===== src/rtl/core/sdf_pkg.sv =====
// Shared types, widths and register codes for the spring-damper force core.
package sdf_pkg;

  localparam int FRAC_BITS = 16;

  localparam int IN_W   = 32;
  localparam int DW     = IN_W + 1;
  localparam int SQ_W   = 2 * (DW - 1);
  localparam int SUM_W  = SQ_W + 2;
  localparam int ROOT_W = SUM_W / 2;
  localparam int REM_W  = ROOT_W + 3;
  localparam int DVP_W  = DW + IN_W;
  localparam int DVC_W  = DVP_W - FRAC_BITS;
  localparam int QW     = FRAC_BITS + 1;
  localparam int U_W    = FRAC_BITS + 2;
  localparam int NUM_W  = DW + FRAC_BITS;
  localparam int DIFF_W = ROOT_W + 2;
  localparam int SPP_W  = DIFF_W + IN_W;
  localparam int SPR_W  = SPP_W - FRAC_BITS;
  localparam int TP_W   = DVC_W + U_W;
  localparam int TERM_W = DVC_W;
  localparam int DAMP_W = TERM_W + 2;
  localparam int TOT_W  = DAMP_W + 1;
  localparam int FP_W   = TOT_W + U_W;
  localparam int FR_W   = FP_W - FRAC_BITS;

  typedef enum logic [1:0] {
    REG_REST   = 2'd0,
    REG_STIFF  = 2'd1,
    REG_DAMP   = 2'd2,
    REG_PLANAR = 2'd3
  } reg_idx_t;

  typedef struct packed {
    logic [30:0]        rest_length;
    logic [30:0]        stiffness;
    logic signed [31:0] damping_coeff;
    logic               planar_mode;
  } cfg_t;

  typedef struct packed {
    logic zero;
    logic planar;
    logic vsmall;
    logic lsmall;
  } flags_t;

  typedef struct packed {
    logic [2:0][DW-1:0]    d;
    logic [2:0][DVC_W-1:0] dvc;
    flags_t                fl;
  } sq_side_t;

  typedef struct packed {
    logic [2:0][DVC_W-1:0] dvc;
    logic [SPP_W-1:0]      spring_prod;
    flags_t                fl;
  } dv_side_t;

endpackage


===== src/rtl/core/sdf_regs.sv =====
// Configuration register file behind the APB-style port.
module sdf_regs (
  input  logic          clk,
  input  logic          rst,
  input  logic          psel,
  input  logic          penable,
  input  logic          pwrite,
  input  logic [3:0]    paddr,
  input  logic [31:0]   pwdata,
  output logic [31:0]   prdata,
  output sdf_pkg::cfg_t cfg
);

  sdf_pkg::reg_idx_t idx;

  assign idx = sdf_pkg::reg_idx_t'(paddr[3:2]);

  always_ff @(posedge clk) begin
    if (rst) begin
      cfg.rest_length   <= '0;
      cfg.stiffness     <= '0;
      cfg.damping_coeff <= '0;
      cfg.planar_mode   <= 1'b1;
    end else if (psel && penable && pwrite) begin
      unique case (idx)
        sdf_pkg::REG_REST:   cfg.rest_length   <= pwdata[30:0];
        sdf_pkg::REG_STIFF:  cfg.stiffness     <= pwdata[30:0];
        sdf_pkg::REG_DAMP:   cfg.damping_coeff <= pwdata;
        sdf_pkg::REG_PLANAR: cfg.planar_mode   <= pwdata[0];
        default: ;
      endcase
    end
  end

  always_comb begin
    unique case (idx)
      sdf_pkg::REG_REST:   prdata = {1'b0, cfg.rest_length};
      sdf_pkg::REG_STIFF:  prdata = {1'b0, cfg.stiffness};
      sdf_pkg::REG_DAMP:   prdata = cfg.damping_coeff;
      sdf_pkg::REG_PLANAR: prdata = {31'b0, cfg.planar_mode};
      default:             prdata = '0;
    endcase
  end

endmodule


===== config.mk =====
export PLATFORM = sky130hd
export DESIGN_NAME = sdf_regs
export DESIGN_NICKNAME = d
export VERILOG_FILES = /design/src/rtl/core/sdf_pkg.sv /design/src/rtl/core/sdf_regs.sv
export SDC_FILE = /design/constraint.sdc
export NUM_CORES = 1
export LEC_CHECK = 0
export ABC_AREA = 1
export ABC_CLOCK_PERIOD_IN_PS = 1200
export BUFFER_PORTS_ARGS = -buffer_cell sky130_fd_sc_hd__buf_4
export CAP_MARGIN = 20
export CELL_PAD_IN_SITES_DETAIL_PLACEMENT = 1
export CELL_PAD_IN_SITES_GLOBAL_PLACEMENT = 1
export CORE_ASPECT_RATIO = 0.75
export CORE_MARGIN = 5
export CORE_UTILIZATION = 33
export CTS_CLUSTER_DIAMETER = 40
export DETAILED_ROUTE_END_ITERATION = 7
export PLACE_DENSITY_LB_ADDON = 0.1
export SLEW_MARGIN = 5
export SYNTH_ARGS = -nofsm -noshare
export SYNTH_HDL_FRONTEND = slang
export SYNTH_SLANG_ARGS = --single-unit

===== constraint.sdc =====
create_clock -name clk -period 1.2 [get_ports clk]
set_clock_uncertainty 0.15 [all_clocks]
set_input_delay 0.06 -clock clk [delete_from_list [all_inputs] [get_ports clk]]
set_output_delay 0.06 -clock clk [all_outputs]
set_load 0.01 [all_outputs]

# Word level (Yosys, flattened, before mapping)
# Index checks and enable logic that the tools add are counted.
# totals
input_bits,41
wordCells,15
regBits,95
output_inout_bits,127
# op_classes
eq_ne,3
n_reduce_logical,7
muxes,1
# op_table
operator,count
$pmux W32 S4,1
$reduce_and A2 Y1,4
$eq A2 B2 Y1 const B,2
$eq A2 B1 Y1 const B,1
$logic_and A1 B1 Y1,2
$logic_not A2 Y1,1

# Depth between registers and ports, before layout
# Gate-level depths: netlist (run 1).
# logic_depth
depth_word,3
mapped_depth,7
mapped_depth_nobuf,5

# Least setup slack after synthesis (run 1)
# OpenSTA, ideal clock, no wires.
# synth_timing
path_type,input port to flip-flop
from,input port psel
to,register cfg[43] in the netlist's numbering
setup_time_ns,0.113
slack_ns,0.160
n_path_buf,2
arrival_time_ns,0.777
t_required_ns,0.937
stages,7
path_cell_list,nand2_1 > nor2_1 > buf_4 > buf_2 > nand3_1 > nand2_1 > nor2_1
# synth_via
elab_chain_len,3
# synth_rtl
item,line_no,text
from (decl),sdf_regs.sv:5,"input logic psel,"
$logic_and A1 B1 Y1 (2 in series),sdf_regs.sv:24,end else if (psel && penable && pwrite) begin
$reduce_and A2 Y1 (no source line),-,
to (decl),sdf_regs.sv:11,output sdf_pkg::cfg_t cfg
# Every way passes these cells.
# A chain may end at the register's enable or synchronous reset.

# Final worst setup path (run 1)
# layout_timing
from,input port paddr[3]
to,output port prdata[28]
# layout_via
elab_chain_len,2
word_cells_on_any_way,5
classes_between,eq/ne: 3; mux: 1; reduce/logical: 1
# layout_rtl
item,line_no,text
from (decl),sdf_regs.sv:8,"input logic [3:0] paddr,"
$eq A2 B2 Y1 (tied with other cells),sdf_regs.sv:36,unique case (idx)
$pmux W32 S4 *,sdf_regs.sv:36,
to (decl),sdf_regs.sv:10,"output logic [31:0] prdata,"
# Mark *: on every way between the ends. The rest lies on a longest branch, timed or not.

==> qor.yml, run 1 <==
clk_root_buffer_cell: "clkbuf_16"
hold_viol: 0
dp_hpwl_um: 11200
antenna_found_initial: 0
core_area_um2: 13200
cap_violations: 0
fin_nets: 954
synthesis.instances: 698
met1_usage_pct: 25.7
grt_usage_pct: 20.7
regArea_um2: 2020
ys_types: 16
initial_core_util_pct: 34.0
setup_slack_ns: 0.00571
wl_um: 18400
yosysSeqAreaShare_pct: 42.6
period_share_pct: 99.5
regMostFlops: "cfg"
critPathLaunchType: "primary input"
crit_fanout: 12
p_leak_uw: 0.00357
cts_buffer_depth: 2
drt_iter0_markers: 169
synth.net_count: 739
dieArea_um2: 16000
relSlewSlack_pct: 84.8
dr_total_vias: 5334
cts_sinks: 95
die_x_um: 144
synth_area_um2: 4470
pre_cts_slack_ns: 0.0197
row_count: 36
largest_reg_flops: 95
cts_buffers: 9
cts_tree: "yes"
path_clk_slew_ns: 0.06
cp.required_ns: 0.99
vias_per_cell: 4.90
fmax_mhz: 837
ant_nets: 0
worstSetupPathType: "primary input to primary output"
drc_errors: 0
cts_max_level: 3
synth.avg_cell_area_um2: 6.40
fin_crit_ns: 1.19
drive_gt1_share_pct: 41.5
grt_pass1_wl_um: 27300
die_h_um: 111
critPathCaptureType: "primary output"
grt_pass1_vias: 5448
timing.hold.ws_ns: 0.0402
hold_path.class: "primary input to flip-flop"
pin_count: 168
reg_top3: "cfg: 95 flops"
diodes: 0
rsz0062_at_grt: "true"
top_usage_layer: "met2"
status: "complete, no violations"
setup_viol: 0
drtPass1Iterations: 4
io_buffers: 165
slew_violations: 0
ys_ff_latch: 95
wl_per_cell_um: 16.9
fillers: 1661
grt_use_met3_pct: 4.66
p_per_area_nw_per_um2: 1030
gp_congestion: 0.791
vdd_drop_max_uv: 609
multiInputGateArea_um2: 2320
grt_max_degree: 54
grt-ovfl-total: 0
yosys_warnings: 0
worst_slew_pin_slew_ns: 0.226
clock_latency_ns: 0.34
grt.met2_usage_pct: 35.9
areaGrowthSynthToFinish_pct: 64.4
arrival_ns: 0.98
-- routing by layer --
metal / wire length (um) / part of all wire [%] / vias up
met4: 320 / 1.7 / 0
met5: 0 / 0 / -
met3: 1070 / 5.8 / 32
li1: - / - / 2590
met1: 7690 / 42 / 2576
met2: 9280 / 51 / 136
-- power by group --
group	internal, uW	leakage, uW	switching, uW
combinational	549	0.00260	599
clock	1890	0.000156	1260
sequential	3230	0.000814	64.0
total	5660	0.00357	1920
-- area by class of cell --
cell class | instances | area share, %
clock inverters | 5 | 1.11
well taps | 171 | 2.91
multi-input cells | 518 | 31.5
clock buffers | 11 | 3.30
inverters | 38 | 1.94
flip-flops and latches | 95 | 27.5
repair buffers | 251 | 31.7
-- kinds of logic (layout without fill, tap and decap cells) --
kind of cell / Yosys count / after routing / share of synthesized area, %
DFF: 95 / 95 / 42.6
AOI/OAI and AO/OA: 1 / 1 / 0.112
buffers and inverters: 85 / 305 / 9.57
and+or+nand+nor: 517 / 517 / 47.8
-- stage by stage --
stage	util (%)	instances	setup TNS, ns	cell area [um^2]	total power (uW)
detailed placement	45.4	1006	0	5980	4270
CTS	51.5	1063	-0.00459	6770	7520
floorplan	-	698	0	4470	3820
global route	55.9	1089	-0.717	7350	7880
global placement	45.4	1006	0	5980	4240
finish	55.9	1089	0	7350	7590
-- worst max-delay path, cell delays in order --
cell and delay, ns:
buf_4 0.14, inv_2 0.08, nor2_4 0.11, buf_12 0.16, buf_16 0.16, nand2_1 0.08, nand3_2 0.09, buf_6 0.10
-- placed cells by master, fill, tap and decap left out, drive strengths merged --
cell           n
buf          214
bufinv         2
clkbuf        15
clkinv         2
clkinvlp       1
dfxtp         95
dlygate4sd3   33
inv           38
nand2        193
nand3        127
nand4          1
nor2         196
o21ai          1
-- path summary, 6_finish.rpt --
| kind | to | from | slack (ns) | depth (start not counted) |
|---|---|---|---|---|
| max reg2reg | cfg[0] | cfg[0] | 0.26 | 3 |
| max | prdata[28] | paddr[3] | 0.006 | 8 |
| min | cfg[15] | rst | 0.04 | 5 |
| min reg2reg | cfg[65] | cfg[65] | 0.34 | 2 |
-- synth_stat cells, drive strengths merged --
cell type,count,area share (%)
buf,44,6.1
clkbuf,3,0.25
dfxtp,95,43
inv,38,3.2
nand2,193,16
nand3,127,14
nand4,1,0.14
nor2,196,17
o21ai,1,0.11
-- what timing repair did --
| action | in CTS | in global routing |
|---|---|---|
| setup buffers | 8 | 22 |
| cloned | 0 | 4 |
| setup endpoints to repair | 25 | 32 |
| pin swaps | 1 | 17 |
| resized for setup | 56 | 107 |
| hold buffers | 33 | 0 |
| hold endpoints to repair | 95 | 0 |
Note: power is estimated with default switching activity, not from simulation.
==> run 2: changes to the inputs <==
--- a/config.mk
+++ b/config.mk
@@ -16,7 +16,7 @@
 export CORE_UTILIZATION = 33
 export CTS_CLUSTER_DIAMETER = 40
 export DETAILED_ROUTE_END_ITERATION = 7
-export PLACE_DENSITY_LB_ADDON = 0.1
+export PLACE_DENSITY_LB_ADDON = 0.15
 export SLEW_MARGIN = 5
 export SYNTH_ARGS = -nofsm -noshare
 export SYNTH_HDL_FRONTEND = slang
==> qor.yml, run 2 (synthesis gave the netlist of run 1 again) <==
pre_cts_slack_ns: -0.00910
rsz0062_at_grt: "true"
p_int_uw: 5830
drive_gt1_share_pct: 45.8
gp_congestion: 0.781
worstSetupPathType: "flip-flop to primary output"
mostFrequentLayoutCells: "nor2_1, buf_4, nand2_1, nand3_1, dfxtp_2"
core_area_um2: 13200
grt_pass1_vias: 5535
pin_count: 168
clkPwrFrac_pct: 42.4
grt_max_degree: 47
cts_max_level: 3
violations: "hold timing"
combPwrFrac_pct: 15.2
hold_buffers: 34
crit_family: "flip-flops"
crit_buf_inv: 1
seqPwrFrac_pct: 42.3
vdd_drop_max_uv: 921
arrival_ns: 0.98
dr_total_vias: 5454
grt_usage_pct: 21.5
status: "finished, violations left"
dieArea_um2: 16000
largest_reg_flops: 95
timing.hold.ws_ns: -0.0558
slew_violations: 0
setup_slack_ns: 0.00862
clk_root_buffer_cell: "clkbuf_16"
slowest_stage: "dfxtp_2"
fin_crit_ns: 1.19
drc_errors: 0
dp_hpwl_um: 11700
p_switching_uw: 1950
grt-ovfl-total: 0
cts_sinks: 95
fmax_mhz: 839
hold_viol: 8
cts_buffers: 9
p_leak_uw: 0.00373
relSlewSlack_pct: 78.2
die_h_um: 111
cts_buffer_depth: 2
wl_um: 19200
critPathCaptureType: "primary output"
grt_pass1_wl_um: 27900
critPathLaunchType: "flip-flop"
p_per_area_nw_per_um2: 1030
switching_share_pct: 25.1
period_share_pct: 99.3
areaGrowthSynthToFinish_pct: 69.8
routed.top_layer: "met4"
vias_per_cell: 4.93
row_count: 36
die_x_um: 144
initial_core_util_pct: 34.0
wl_met1_um: 7920
crit_fanout: 3
clock_latency_ns: 0.34
wl_per_cell_um: 17.3
drtPass1Iterations: 5
cap_violations: 0
worst_path_largest_cell_delay_ns: 0.34
hold_path.class: "primary input to flip-flop"
path_clk_slew_ns: 0.07
diodes: 0
regMostFlops: "cfg"
setup_viol: 0
path_cells: "nand2_2 > nand3_2 > buf_4"
ant_nets: 0
reg_top3: "cfg: 95 flops"
io_buffers: 165
fin_nets: 972
drt_iter0_markers: 251
worst_slew_pin_slew_ns: 0.327
wl_met2_um: 9820
cts_tree: "yes"
wl_met3_um: 1100
cp.required_ns: 0.99
antenna_found_initial: 0
[run 2: cell types whose count changed in the layout (fill, tap and decap cells not counted), moves of 2 or more]
cell,before,now
buf_4,181,188
buf_6,15,28
dfxtp_2,89,91
nand2_1,162,141
nand2_2,30,52
nand3_1,112,105
nand3_2,15,22
[run 2: area by class of cell]
cell class | count | area, um^2
repair buffers | 269 | 2470
well taps | 171 | 214
flip-flops and latches | 95 | 2020
clock inverters | 6 | 109
inverters | 38 | 143
multi-input cells | 518 | 2400
fillers | 1607 | 5570
clock buffers | 10 | 229
[run 2: power groups by stage]
stage               combinational [uW]  clock (uW)  sequential, uW
floorplan                          451           0            3370
global placement                   904           0            3350
detailed placement                 930           0            3350
CTS                               1040        3350            3290
global route                      1270        3490            3300
finish                            1180        3300            3290
[run 2: per-stage QoR]
stage	TNS (ns)	area [um^2]	cells	power [uW]	util, %
after global routing	-0.260	7590	1107	8070	57.7
final	0	7590	1107	7780	57.7
after CTS	-0.0119	6880	1070	7680	52.3
after detailed placement	-0.00945	6030	1010	4280	45.9
after floorplan	0	4470	698	3820	-
after global placement	0	6030	1010	4250	45.9
[run 2: what timing repair did]
item                                    4_1_cts  5_1_grt
cloned                                        0        3
pin swaps                                     4       12
hold endpoints to repair                     95        8
setup buffers                                10       35
endpoints found under the setup margin       27       39
gates resized for setup                      60      139
[run 2: final timing paths]
kind                               from  cells past startpoint    endpoint  slack (ns)
worst max register to register   cfg[6]                      4      cfg[6]        0.20
worst max-delay path            cfg[31]                      3  prdata[30]       0.009
worst min-delay path                rst                      4     cfg[35]       -0.06
worst min register to register  cfg[94]                      2     cfg[94]        0.34
[run 2: worst register-to-register path: cells and delay by family, from the launching register on]
| kind | cells | cell delay, ns |
|---|---|---|
| flops | 1 | 0.34 |
| buf+inv | 2 | 0.27 |
| simple gates | 2 | 0.14 |
[run 2: metal layers]
layer | up-vias | track usage, %
met3 | 28 | 5.61
li1 | 2616 | -
met2 | 148 | 38.5
met1 | 2662 | 25.1
met5 | - | 0
met4 | 0 | 5.72
==> run 3: changes to the inputs <==
--- a/config.mk
+++ b/config.mk
@@ -16,6 +16,7 @@
 export CORE_UTILIZATION = 33
 export CTS_CLUSTER_DIAMETER = 40
 export DETAILED_ROUTE_END_ITERATION = 7
+export HOLD_SLACK_MARGIN = 0.12
 export PLACE_DENSITY_LB_ADDON = 0.15
 export SLEW_MARGIN = 5
 export SYNTH_ARGS = -nofsm -noshare
==> qor.yml, run 3 (synthesis gave the netlist of run 1 again) <==
layout_commonest_cell: "nor2_1"
timing.hold.ws_ns: -0.0578
relSlewSlack_pct: 78.1
arrival_ns: 1.01
path_clk_slew_ns: 0.06
die_h_um: 111
cp.required_ns: 0.99
drc_errors: 0
antenna_found_initial: 0
reg_top3: "cfg: 95 flops"
grt-ovfl-total: 0
slew_violations: 0
cts_buffer_depth: 2
setup_slack_ns: -0.0223
initial_core_util_pct: 34.0
cts_max_level: 3
hold_buffers: 33
stdcell_area_um2: 7570
clk_root_buffer_cell: "clkbuf_16"
hold_path.class: "primary input to flip-flop"
hold_viol: 9
path_cells: "nand2_1 > nand3_1 > buf_4"
crit_family: "flip-flops"
vias_per_cell: 4.89
fin_crit_ns: 1.22
cts_buffers: 9
cap_violations: 0
pre_cts_slack_ns: -0.00910
worstSetupPathType: "flip-flop to primary output"
setup_viol: 1
grt_max_degree: 47
worst_slew_pin_slew_ns: 0.328
cts_tree: "yes"
areaGrowthSynthToFinish_pct: 69.5
ant_nets: 0
rsz0062_at_grt: "true"
dr_total_vias: 5399
drive_gt1_share_pct: 45.0
dp_hpwl_um: 11700
die_x_um: 144
fmax_mhz: 818
grt_pass1_vias: 5509
core_area_um2: 13200
slowest_stage: "dfxtp_1"
critPathLaunchType: "flip-flop"
place_area_um2: 6030
violations: "hold timing, setup timing"
clock_latency_ns: 0.34
p_total_uw: 7760
drtPass1Iterations: 4
cts_sinks: 95
mostFrequentLayoutCells: "nor2_1, buf_4, nand2_1, nand3_1, dfxtp_2"
grt_usage_pct: 21.4
crit_buf_inv: 1
drt_iter0_markers: 227
critPathCaptureType: "primary output"
dieArea_um2: 16000
crit_fanout: 3
largest_reg_flops: 95
row_count: 36
fin_nets: 970
worst_path_largest_cell_delay_ns: 0.38
tns_ns: -0.0223
regMostFlops: "cfg"
diodes: 0
status: "finished, violations left"
period_share_pct: 102
p_per_area_nw_per_um2: 1020
grt_pass1_wl_um: 27800
wl_um: 18900
gp_congestion: 0.781
vdd_drop_max_uv: 882
pin_count: 168
p_leak_uw: 0.00372
fillers: 1602
io_buffers: 165
wl_per_cell_um: 17.1
## run 3: final timing paths
path                  from         end  slack (ns)  depth (start not counted)
setup / recovery   cfg[47]  prdata[14]       -0.02                          3
hold / removal    paddr[3]      cfg[0]       -0.06                          4
setup reg to reg    cfg[6]      cfg[6]        0.20                          4
hold reg to reg    cfg[32]     cfg[32]        0.34                          2
## run 3: worst reg2reg max path, cell delays in order, from the launching register on
cell and delay [ns]:
dfxtp_2 0.33, buf_4 0.14, buf_4 0.13, nor2_1 0.10
nor2_1 0.05
## run 3: per-layer routing
layer,vias to the layer above,wire length [um],track usage [%]
met5,-,0,0
li1,2619,-,-
met1,2607,7730,25.0
met3,26,1170,5.61
met4,0,280,5.72
met2,147,9750,38.4
## run 3: cell type report
class | instances | area (um^2) | area share [%]
Sequential cell | 95 | 2020 | 26.7
Timing Repair Buffer | 267 | 2470 | 32.7
Inverter | 38 | 143 | 1.88
Multi-Input combinational cell | 518 | 2380 | 31.5
Tap cell | 171 | 214 | 2.83
Clock inverter | 6 | 109 | 1.44
Clock buffer | 10 | 229 | 3.02
## run 3: per-stage QoR
stage | util (%) | cells
after floorplan | - | 698
after global placement | 45.9 | 1010
after detailed placement | 45.9 | 1010
after CTS | 52.2 | 1069
after global routing | 57.6 | 1105
final | 57.6 | 1105
## run 3: power by group
group	internal (uW)	switching [uW]	leakage (uW)
registers	3230	63.9	0.000814
clock network	2040	1250	0.000166
logic	567	613	0.00273
## run 3: what timing repair did
item | in CTS | in global routing
endpoints found under the setup margin | 27 | 31
setup buffers | 10 | 32
pin swaps | 4 | 7
hold endpoints to repair | 95 | 9
resized for setup | 60 | 133
gates cloned | 0 | 4
